<file path="config.mk">
export PLATFORM = sky130hd
export DESIGN_NAME = bitmap_find_next_set
export DESIGN_NICKNAME = d
export VERILOG_FILES = /design/src/rtl/bfns_pkg.sv /design/src/rtl/bfns_ram.sv /design/src/rtl/bfns_dp.sv /design/src/rtl/bfns_ctrl.sv /design/src/rtl/bitmap_find_next_set.sv
export SDC_FILE = /design/constraint.sdc
export NUM_CORES = 2
export LEC_CHECK = 0
export BUFFER_PORTS_ARGS = -buffer_cell sky130_fd_sc_hd__buf_4
export CORE_UTILIZATION = 60
export CTS_BUF_LIST = sky130_fd_sc_hd__clkbuf_4
export DETAILED_ROUTE_END_ITERATION = 7
export PLACE_DENSITY_LB_ADDON = 0.2
export SLEW_MARGIN = 20
export SYNTH_ARGS = -nofsm -noshare
export SYNTH_HDL_FRONTEND = slang
export SYNTH_SLANG_ARGS = --single-unit
</file>
<file path="constraint.sdc">
create_clock -name clk -period 7 [get_ports clk]
set_clock_uncertainty 0.15 [all_clocks]
set_input_delay 1.05 -clock clk [delete_from_list [all_inputs] [get_ports clk]]
set_output_delay 1.05 -clock clk [all_outputs]
set_load 0.02 [all_outputs]
</file>
<file path="src/rtl/bfns_pkg.sv">
// ----------------------------------------------------------------------------
// bfns_pkg: shared types and constants for the bitmap find-next-set block
// Request codes, storage word geometry, and the command/status bundles that
// connect the controller to the datapath.
// ----------------------------------------------------------------------------
package bfns_pkg;

	// Payload widths
	localparam int IDX_W  = 11;         // size and found index
	localparam int BIDX_W = 10;         // request bit index
	localparam int LIM_W  = IDX_W + 1;  // bit limits that may reach 2^IDX_W

	// Storage word: 64 bits, bit offset o within a word is bit index base + o
	localparam int WORD_W  = 64;
	localparam int WORD_LG = 6;

	localparam logic [IDX_W-1:0] SIZE_RST = IDX_W'(1024);
	localparam int               IDX_MAX  = (1 << IDX_W) - 1;

	typedef logic [LIM_W-1:0] lim_t;

	typedef enum logic [1:0] {
		REQ_READ  = 2'd0,
		REQ_WRITE = 2'd1,
		REQ_FILL  = 2'd2,
		REQ_FIND  = 2'd3
	} req_t;

	// Controller to datapath
	typedef struct packed {
		logic clear;     // write zero word at pointer, advance
		logic accept;    // latch request, load default result, issue first read
		logic rd_res;    // capture read bit
		logic wr_word;   // write back word with one bit changed
		logic fill;      // write merged fill word, advance
		logic search;    // scan one word, advance
		logic load_out;  // move result into output register
	} bfns_cmd_t;

	// Datapath to controller
	typedef struct packed {
		logic req_err;    // incoming index out of range (not a fill)
		logic fill_none;  // fill touches no byte
		logic clr_last;   // clearing last word
		logic fill_last;  // fill word is the last one touched
		logic srch_hit;   // set bit found in current word
		logic srch_last;  // current word is the last one in range
	} bfns_stat_t;

endpackage

</file>
<file path="src/rtl/bfns_ram.sv">
// ----------------------------------------------------------------------------
// bfns_ram: generic simple dual-port RAM
// One write port and one read port, read data registered.
// ----------------------------------------------------------------------------
module bfns_ram #(
	parameter int WIDTH = 64,
	parameter int DEPTH = 16,
	parameter int AW    = (DEPTH > 1) ? $clog2(DEPTH) : 1
) (
	input  logic             clk,
	input  logic             we,
	input  logic [AW-1:0]    waddr,
	input  logic [WIDTH-1:0] wdata,
	input  logic [AW-1:0]    raddr,
	output logic [WIDTH-1:0] rdata
);

	logic [WIDTH-1:0] mem [DEPTH];
	logic [WIDTH-1:0] rdata_q;

	always_ff @(posedge clk) begin
		if (we) begin
			mem[waddr] <= wdata;
		end
		rdata_q <= mem[raddr];
	end

	assign rdata = rdata_q;

endmodule

</file>
<file path="src/rtl/bfns_dp.sv">
// ----------------------------------------------------------------------------
// bfns_dp: datapath of the bitmap find-next-set block
// Size register, word store, word pointer, bit masks, lowest-set-bit encoder,
// result and output registers.
// ----------------------------------------------------------------------------
module bfns_dp #(
	parameter int MAX_BITS = 1024
) (
	input  logic                       clk,
	input  logic                       arst_n,
	input  logic                       cfg_we,
	input  logic [bfns_pkg::IDX_W-1:0] cfg_wdata,
	input  logic [1:0]                 req_type,
	input  logic [bfns_pkg::BIDX_W-1:0] bit_index,
	input  logic                       bit_value,
	input  bfns_pkg::bfns_cmd_t        cmd,
	output bfns_pkg::bfns_stat_t       stat,
	output logic                       read_bit,
	output logic                       found,
	output logic [bfns_pkg::IDX_W-1:0] found_index,
	output logic                       index_error
);
	import bfns_pkg::*;

	localparam int DEPTH = (MAX_BITS + WORD_W - 1) / WORD_W;
	localparam int AW    = (DEPTH > 1) ? $clog2(DEPTH) : 1;
	localparam int CAP   = (MAX_BITS > IDX_MAX) ? IDX_MAX : MAX_BITS;

	// Mask of word bits whose index base + o lies below lim
	function automatic logic [WORD_W-1:0] lim_mask(lim_t base, lim_t lim);
		lim_t              diff;
		logic [WORD_W-1:0] m;
		diff = lim - base;
		if (lim <= base) begin
			m = '0;
		end else if (diff >= lim_t'(WORD_W)) begin
			m = '1;
		end else begin
			m = ~({WORD_W{1'b1}} << diff[WORD_LG-1:0]);
		end
		return m;
	endfunction

	logic [IDX_W-1:0]  size_q;
	logic [IDX_W-1:0]  eff_size;
	logic [BIDX_W-1:0] start_q;
	logic              val_q;
	logic [AW-1:0]     ptr_q;
	logic [AW-1:0]     raddr;
	logic [AW-1:0]     in_word;
	logic [AW-1:0]     start_word;
	logic [WORD_LG-1:0] off;
	logic              we;
	logic [WORD_W-1:0] wdata;
	logic [WORD_W-1:0] rdata;
	logic [WORD_W-1:0] wr_word;
	logic [WORD_W-1:0] fill_mask;
	logic [WORD_W-1:0] lo_mask;
	logic [WORD_W-1:0] hit_vec;
	logic [WORD_W-1:0] hit_one;
	logic [WORD_LG-1:0] enc;
	lim_t              base;
	lim_t              next_base;
	lim_t              size_lim;
	lim_t              fill_lim;
	logic [IDX_W-1:0]  hit_idx;
	logic              in_err;

	logic              res_rd_q;
	logic              res_fnd_q;
	logic [IDX_W-1:0]  res_idx_q;
	logic              res_err_q;
	logic              out_rd_q;
	logic              out_fnd_q;
	logic [IDX_W-1:0]  out_idx_q;
	logic              out_err_q;

	// Size register
	always_ff @(posedge clk or negedge arst_n) begin
		if (!arst_n) begin
			size_q <= SIZE_RST;
		end else if (cfg_we) begin
			size_q <= cfg_wdata;
		end
	end

	assign eff_size = (size_q > IDX_W'(CAP)) ? IDX_W'(CAP) : size_q;
	assign size_lim = {1'b0, eff_size};
	assign fill_lim = (size_lim + lim_t'(7)) & ~lim_t'(7);

	assign in_word    = AW'(bit_index >> WORD_LG);
	assign start_word = AW'(start_q >> WORD_LG);
	assign off        = start_q[WORD_LG-1:0];
	assign base       = {(LIM_W-WORD_LG)'(ptr_q), {WORD_LG{1'b0}}};
	assign next_base  = base + lim_t'(WORD_W);

	assign in_err = (req_type != REQ_FILL) && ({1'b0, bit_index} >= eff_size);

	// Search masks and lowest-set-bit encode
	assign lo_mask = (ptr_q == start_word) ? ({WORD_W{1'b1}} << off) : '1;
	assign hit_vec = rdata & lo_mask & lim_mask(base, size_lim);
	assign hit_one = hit_vec & (~hit_vec + WORD_W'(1));

	always_comb begin
		enc = '0;
		for (int o = 0; o < WORD_W; o++) begin
			if (hit_one[o]) begin
				enc = enc | WORD_LG'(o);
			end
		end
	end

	assign hit_idx = IDX_W'(base | lim_t'(enc));

	assign stat.req_err   = in_err;
	assign stat.fill_none = (eff_size == '0);
	assign stat.clr_last  = (ptr_q == AW'(DEPTH - 1));
	assign stat.fill_last = (next_base >= fill_lim);
	assign stat.srch_hit  = |hit_vec;
	assign stat.srch_last = (next_base >= size_lim);

	// Read address: first word on accept, look-ahead while streaming
	always_comb begin
		if (cmd.accept) begin
			raddr = (req_type == REQ_FILL) ? '0 : in_word;
		end else if (cmd.fill || cmd.search) begin
			raddr = ptr_q + AW'(1);
		end else begin
			raddr = ptr_q;
		end
	end

	always_ff @(posedge clk or negedge arst_n) begin
		if (!arst_n) begin
			ptr_q <= '0;
		end else if (cmd.accept) begin
			ptr_q <= raddr;
		end else if (cmd.clear || cmd.fill || cmd.search) begin
			ptr_q <= ptr_q + AW'(1);
		end
	end

	always_ff @(posedge clk) begin
		if (cmd.accept) begin
			start_q <= bit_index;
			val_q   <= bit_value;
		end
	end

	// Write data
	assign fill_mask = lim_mask(base, fill_lim);

	always_comb begin
		wr_word      = rdata;
		wr_word[off] = val_q;
	end

	assign we = cmd.clear || cmd.wr_word || cmd.fill;

	always_comb begin
		priority if (cmd.clear) begin
			wdata = '0;
		end else if (cmd.wr_word) begin
			wdata = wr_word;
		end else begin
			wdata = (rdata & ~fill_mask) | (val_q ? fill_mask : '0);
		end
	end

	bfns_ram #(
		.WIDTH(WORD_W),
		.DEPTH(DEPTH),
		.AW   (AW)
	) u_ram (
		.clk  (clk),
		.we   (we),
		.waddr(ptr_q),
		.wdata(wdata),
		.raddr(raddr),
		.rdata(rdata)
	);

	// Result staging
	always_ff @(posedge clk) begin
		if (cmd.accept) begin
			res_rd_q  <= 1'b0;
			res_fnd_q <= 1'b0;
			res_err_q <= in_err;
			res_idx_q <= (in_err && req_type == REQ_FIND) ? eff_size : '0;
		end else if (cmd.rd_res) begin
			res_rd_q <= rdata[off];
		end else if (cmd.search && (stat.srch_hit || stat.srch_last)) begin
			res_fnd_q <= stat.srch_hit;
			res_idx_q <= stat.srch_hit ? hit_idx : eff_size;
		end
	end

	always_ff @(posedge clk) begin
		if (cmd.load_out) begin
			out_rd_q  <= res_rd_q;
			out_fnd_q <= res_fnd_q;
			out_idx_q <= res_idx_q;
			out_err_q <= res_err_q;
		end
	end

	assign read_bit    = out_rd_q;
	assign found       = out_fnd_q;
	assign found_index = out_idx_q;
	assign index_error = out_err_q;

	a_hit_in_range: assert property (@(posedge clk) disable iff (!arst_n)
		(cmd.search && stat.srch_hit) |-> (hit_idx < eff_size))
		else $error("search hit beyond size");

	a_ptr_in_store: assert property (@(posedge clk) disable iff (!arst_n)
		(cmd.search || cmd.fill) |-> (ptr_q <= AW'(DEPTH - 1)))
		else $error("word pointer beyond store");

	a_start_in_range: assert property (@(posedge clk) disable iff (!arst_n)
		(cmd.search || cmd.wr_word || cmd.rd_res) |-> ({1'b0, start_q} < eff_size))
		else $error("store access for an out-of-range index");

endmodule

</file>
<file path="src/rtl/bfns_ctrl.sv">
// ----------------------------------------------------------------------------
// bfns_ctrl: controller of the bitmap find-next-set block
// Clearing pass, request dispatch, word scan sequencing, output handshake.
// ----------------------------------------------------------------------------
module bfns_ctrl (
	input  logic                 clk,
	input  logic                 arst_n,
	input  logic                 in_valid,
	output logic                 in_ready,
	input  logic [1:0]           req_type,
	output logic                 out_valid,
	input  logic                 out_ready,
	input  bfns_pkg::bfns_stat_t stat,
	output bfns_pkg::bfns_cmd_t  cmd
);
	import bfns_pkg::*;

	typedef enum logic [6:0] {
		S_CLEAR = 7'b0000001,
		S_IDLE  = 7'b0000010,
		S_READ  = 7'b0000100,
		S_WRITE = 7'b0001000,
		S_FILL  = 7'b0010000,
		S_FIND  = 7'b0100000,
		S_RESP  = 7'b1000000
	} state_t;

	state_t state_q;
	state_t state_d;
	logic   out_valid_q;
	logic   accept;

	assign in_ready = (state_q == S_IDLE);
	assign accept   = in_valid && in_ready;

	always_comb begin
		state_d = state_q;
		cmd     = '0;
		unique case (state_q)
			S_CLEAR: begin
				cmd.clear = 1'b1;
				if (stat.clr_last) begin
					state_d = S_IDLE;
				end
			end
			S_IDLE: begin
				if (accept) begin
					cmd.accept = 1'b1;
					if (req_type == REQ_FILL) begin
						state_d = stat.fill_none ? S_RESP : S_FILL;
					end else if (stat.req_err) begin
						state_d = S_RESP;
					end else if (req_type == REQ_READ) begin
						state_d = S_READ;
					end else if (req_type == REQ_WRITE) begin
						state_d = S_WRITE;
					end else begin
						state_d = S_FIND;
					end
				end
			end
			S_READ: begin
				cmd.rd_res = 1'b1;
				state_d    = S_RESP;
			end
			S_WRITE: begin
				cmd.wr_word = 1'b1;
				state_d     = S_RESP;
			end
			S_FILL: begin
				cmd.fill = 1'b1;
				if (stat.fill_last) begin
					state_d = S_RESP;
				end
			end
			S_FIND: begin
				cmd.search = 1'b1;
				if (stat.srch_hit || stat.srch_last) begin
					state_d = S_RESP;
				end
			end
			S_RESP: begin
				if (!out_valid_q || out_ready) begin
					cmd.load_out = 1'b1;
					state_d      = S_IDLE;
				end
			end
			default: begin
				state_d = S_CLEAR;
			end
		endcase
	end

	always_ff @(posedge clk or negedge arst_n) begin
		if (!arst_n) begin
			state_q <= S_CLEAR;
		end else begin
			state_q <= state_d;
		end
	end

	always_ff @(posedge clk or negedge arst_n) begin
		if (!arst_n) begin
			out_valid_q <= 1'b0;
		end else if (cmd.load_out) begin
			out_valid_q <= 1'b1;
		end else if (out_ready) begin
			out_valid_q <= 1'b0;
		end
	end

	assign out_valid = out_valid_q;

	a_busy_after_accept: assert property (@(posedge clk) disable iff (!arst_n)
		accept |=> !in_ready)
		else $error("accepted a transaction while busy");

	a_load_slot_free: assert property (@(posedge clk) disable iff (!arst_n)
		cmd.load_out |-> (!out_valid_q || out_ready))
		else $error("result overwrote a pending output");

	a_valid_from_resp: assert property (@(posedge clk) disable iff (!arst_n)
		$rose(out_valid_q) |-> $past(state_q == S_RESP))
		else $error("output valid raised outside response state");

endmodule

</file>
<file path="src/rtl/bitmap_find_next_set.sv">
// ----------------------------------------------------------------------------
// bitmap_find_next_set: bit store with read, write, fill and find-next-set
// Bits are kept in 64-bit words; a search or fill scans one word per cycle.
// ----------------------------------------------------------------------------
//
//  Channel  Handshake            Payload                                   Dir
//  -------  -------------------  ----------------------------------------  ---
//  config   cfg_we               cfg_wdata (size_bits)                     in
//  request  in_valid / in_ready  req_type, bit_index, bit_value            in
//  result   out_valid/out_ready  read_bit, found, found_index, index_error out
//
//  Read and write read the word, use it, then respond.
//  Find scans words from the start word up to the hit or up to the
//    effective size; fill scans the words that ceil8(size) covers.
//    The single word port of the store is why words are scanned one by one.
//  Out-of-range requests, and fills at size zero, skip the store and go to the response step.
//  After reset the store is zeroed by a clearing pass over all
//    ceil(MAX_BITS/64) words (16 by default); in_ready stays low, config writes are taken.
//  A finished result sits in the output register while the next request is
//    accepted; a stalled output only holds the block in its response step.
//
// ----------------------------------------------------------------------------
module bitmap_find_next_set #(
	parameter int MAX_BITS = 1024
) (
	input  logic                        clk,
	input  logic                        arst_n,
	input  logic                        cfg_we,
	input  logic [bfns_pkg::IDX_W-1:0]  cfg_wdata,
	input  logic                        in_valid,
	output logic                        in_ready,
	input  logic [1:0]                  req_type,
	input  logic [bfns_pkg::BIDX_W-1:0] bit_index,
	input  logic                        bit_value,
	output logic                        out_valid,
	input  logic                        out_ready,
	output logic                        read_bit,
	output logic                        found,
	output logic [bfns_pkg::IDX_W-1:0]  found_index,
	output logic                        index_error
);
	import bfns_pkg::*;

	// Controller and datapath talk only through these bundles
	bfns_cmd_t  cmd;
	bfns_stat_t stat;

	// Sequencer: clearing pass, dispatch per request type, word scan loop,
	// output register handshake.
	bfns_ctrl u_ctrl (
		.clk      (clk),
		.arst_n   (arst_n),
		.in_valid (in_valid),
		.in_ready (in_ready),
		.req_type (req_type),
		.out_valid(out_valid),
		.out_ready(out_ready),
		.stat     (stat),
		.cmd      (cmd)
	);

	// Storage, size register, masking, bit search and result registers.
	// The effective size saturates at MAX_BITS, capped at 2047; fills cover whole bytes.
	bfns_dp #(
		.MAX_BITS(MAX_BITS)
	) u_dp (
		.clk        (clk),
		.arst_n     (arst_n),
		.cfg_we     (cfg_we),
		.cfg_wdata  (cfg_wdata),
		.req_type   (req_type),
		.bit_index  (bit_index),
		.bit_value  (bit_value),
		.cmd        (cmd),
		.stat       (stat),
		.read_bit   (read_bit),
		.found      (found),
		.found_index(found_index),
		.index_error(index_error)
	);

endmodule

</file>
==> results.toml <==
[status]
status = "complete, no violations"

[worst_setup_path]
critPathKind = "reg -> reg"
crit_path_cell_trace = "nand4b_1, nor2_1, nand2_1, xnor2_1, ha_1, nor2b_1, o21ai_0, mux2_2, a22oi_1, mux2i_1, nand4b_1, o21ai_1, buf_4, o21bai_1, o21ai_0, mux2i_1, nor2_1"
cp_max_fo = 18
crit_slowest_cell = "dfrtp_1"
cp_data_arrival_time_ns = 7.17
crit_required_ns = 7.64
cpPeakStageDelay_ns = 0.74
critPathLaunchType = "register"
reg2regPathDepth = 17
crit_path_end_kind = "register"

[global_route]
grtUsageMet2_pct = 55.6
grt_usage_pct = 37.0
grt.overflow.total = 0
grt_max_degree = 145
grt_pass1_wl_um = 221000
busiest_layer = "met2"
antenna_found_initial = 5
use_met1_pct = 51.6
grt_pass1_vias = 32136
use_met3_pct = 8.99

[synth]
synthAdderAreaFrac_pct = 0.907
synth-compound-area-share_pct = 7.89
avgSynthCellArea_sq_um = 16.3
synth_mux_area_share_pct = 14.8
synth_simple_gate_area_share_pct = 6.55
syn_nets = 3134
synthCells = 3070
synth_cell_types = 99
synth_top_family_by_area = "multiplexers"
yosysWarnings = 0
synth_edf_count = 1061
ys.flop_type = "edfxtp_1"
netlist_area_sq_um = 49900
ys_ff_latch = 1150
synthArstFlopShare_pct = 2.00
ys_seq_area_share_pct = 67.6
synth_xor_xnor_area_share_pct = 0.333

[placed_design]
port_buffers = 44
gp_congestion = 1.05
dpl.hpwl_um = 97200

[timing]
min_period_ns = 6.53
setup_tns_ns = 0
maxSlewViolCount = 0
rsz0062_at_grt = "false"
slew_headroom_pct = 18.1
fin_crit_sh_pct = 93.3
worst_slew_pin_slew_ns = 1.22
finalSetupViolCount = 0
max_freq_mhz = 153
hold_violations = 0

[floorplan]
die_area_sq_um = 84400
die_h_um = 291
rows = 105
io-pin-count = 45
initial_core_util_pct = 60.7
die_w_um = 291
core_area_sq_um = 82200

[drt]
drc_errors = 0
ant_nets = 0
vias = 32097
first_pass_iters = 7
drt_iter0_drc = 3915
vias_per_cell = 6.85
routed_wl_um = 155000
wl_per_cell_um = 33.0

[power]
power_leakage_nw = 19.2
swShare_pct = 37.1
powerDensity_nw_per_um2 = 474
p_switching_w = 0.00988
clock_power_share_pct = 21.4
max-vdd-ir-drop_uv = 444
total_power_w = 0.0266
combPwrFrac_pct = 38.9
p_int_w = 0.0168
power_frac_seq_pct = 39.8

[final_layout]
drive_above_1_share_pct = 27.5
fin_nets = 3460
areaGrowthSynthToFinish_pct = 12.6
seq_area_sq_um = 33800
nFillCells = 5386
multi_input_area_sq_um = 15400

[run]
drv_cap = 0

[worst_hold_path]
holdPathStages = 4
hold_path.class = "in -> reg"

[cts]
cts_hold_buf = 25
clk_pin_slew_ns = 0.07
h-tree-depth = 5
post-cts-setup-buffers = 0
cts_tree = "yes"
cts_sinks = 1150
cts_root_buf = "clkbuf_4"
numCtsBuffers = 294
insertion_delay_ns = 1.24
ctsResizeCount = 0
clock_path_buffers = 4
## layout by cell type (no fill, tap or decap), types with 66 or more instances in the layout
cell / netlist / final
nand2_1: 103 / 103
edfxtp_1: 1061 / 1061
mux4_2: 257 / 257
o21ai_0: 153 / 152
nor2b_1: 87 / 85
mux2i_1: 143 / 143
dfxtp_1: 66 / 66
clkbuf_4: 0 / 440
a211oi_1: 86 / 86
a21oi_1: 158 / 154
nor2_1: 179 / 179
buf_4: 4 / 175
## worst max-delay path, delay by kind of cell (launching register included)
| family | cells | cell delay (ns) |
|---|---|---|
| multiplexers | 3 | 0.58 |
| XOR/XNOR | 1 | 0.38 |
| buffers and inverters | 1 | 0.24 |
| adder cells (fa/ha/maj) | 1 | 0.33 |
| AND/OR/NAND/NOR | 6 | 2.18 |
| flip-flops | 1 | 0.74 |
| AO/OA/AOI/OAI | 5 | 1.57 |
## per-layer routing
layer  wire, um  vias up
li1           -    13266
met1      60500    16175
met2      70900     2258
met3      16400      396
met4       6890        2
met5         13        -
## logic make-up (layout without fill, tap and decap cells)
family,after synthesis,after routing
DFF,1150,1150
adders and majority gates,35,35
xor gates and xnor gates,19,19
buffers and inverters,227,757
other,0,13
muxes,416,416
and+or+nand+nor,625,625
AOI/OAI and AO/OA,598,598
## registers in the layout, indices dropped and copies added (netlist names), 4 cells and up
signal / count
u_dp.start_q: 10
u_dp.ptr_q: 4
u_dp.u_ram.rdata: 64
u_dp.u_ram.mem: 1024
u_dp.size_q: 11
u_dp.found_index: 11
u_ctrl.state_q: 7
u_dp.res_idx_q: 11
## power by group through the flow
stage / sequential [W] / clock, W / combinational, W
after detailed placement: 0.0107 / 0 / 0.0101
after global routing: 0.0106 / 0.00611 / 0.0109
after CTS: 0.0106 / 0.00577 / 0.0102
after global placement: 0.0106 / 0 / 0.00991
after floorplan: 0.0103 / 0 / 0.00683
final: 0.0106 / 0.00569 / 0.0104
## layout make-up
type | count | area share (%)
Antenna cell | 13 | 0.0578
Clock buffer | 440 | 5.87
Clock inverter | 60 | 0.696
Inverter | 42 | 0.280
Multi-Input combinational cell | 1693 | 27.4
Sequential cell | 1150 | 60.0
Tap cell | 1070 | 2.38
Timing Repair Buffer | 215 | 3.32
## Yosys cell counts (all sizes together), types with 4 or more instances
master	count	area share, %
and2	13	0.16
nand2	104	0.79
edfxtp	1061	64
mux4	257	12
nand2b	17	0.22
o21a	6	0.090
a311oi	9	0.21
nand4	17	0.24
o2111a	4	0.090
clkbuf	95	0.71
a31oi	23	0.29
o221ai	8	0.14
o2111ai	9	0.17
a21oi	159	1.6
nor3b	7	0.11
a32oi	6	0.11
o211ai	24	0.39
dfrtp	21	1.1
mux2i	143	2.9
nor2	181	1.4
or3	14	0.18
a22oi	8	0.12
nor4b	4	0.070
nor3	39	0.42
nor4	27	0.43
buf	90	0.87
o21bai	6	0.090
a2111oi	20	0.48
xnor2	16	0.28
nor2b	87	1.1
dfxtp	66	2.6
a221oi	5	0.088
a21o	13	0.20
and3	31	0.39
o21ai	160	1.6
o22ai	7	0.10
nand3b	15	0.23
mux2	16	0.36
nand3	44	0.47
ha	33	0.83
inv	39	0.29
o31ai	14	0.22
nand4b	8	0.14
a211oi	90	1.4
or2	8	0.10
## stage by stage
step                      hold WS [ns]  worst slack (ns)  area [sq um]  std cells  util [%]
final                            0.125             0.470         56200       4683      68.4
after global routing            0.0736             0.301         56200       4676      68.4
after CTS                       0.0116             0.766         56200       4670      68.3
after detailed placement         0.255             0.846         52300       4145      63.5
after global placement           0.253              1.08         52200       4144      63.5
after floorplan                  0.250              1.87         49900       3070         -
## final timing paths
kind                                    from                      to  slack (ns)
min reg2reg                u_dp.res_idx_q[5]     u_dp.found_index[5]        0.22
max                           u_dp.size_q[3]  u_dp.u_ram.mem[11][37]        0.47
min                                 in_valid       u_ctrl.state_q[1]        0.13
min in group asynchronous             arst_n          u_dp.size_q[0]        0.23
max in group asynchronous             arst_n         u_dp.size_q[10]        6.15
max reg2reg                   u_dp.size_q[3]  u_dp.u_ram.mem[11][37]        0.47
No activity file was read; power rests on OpenSTA's default activity.
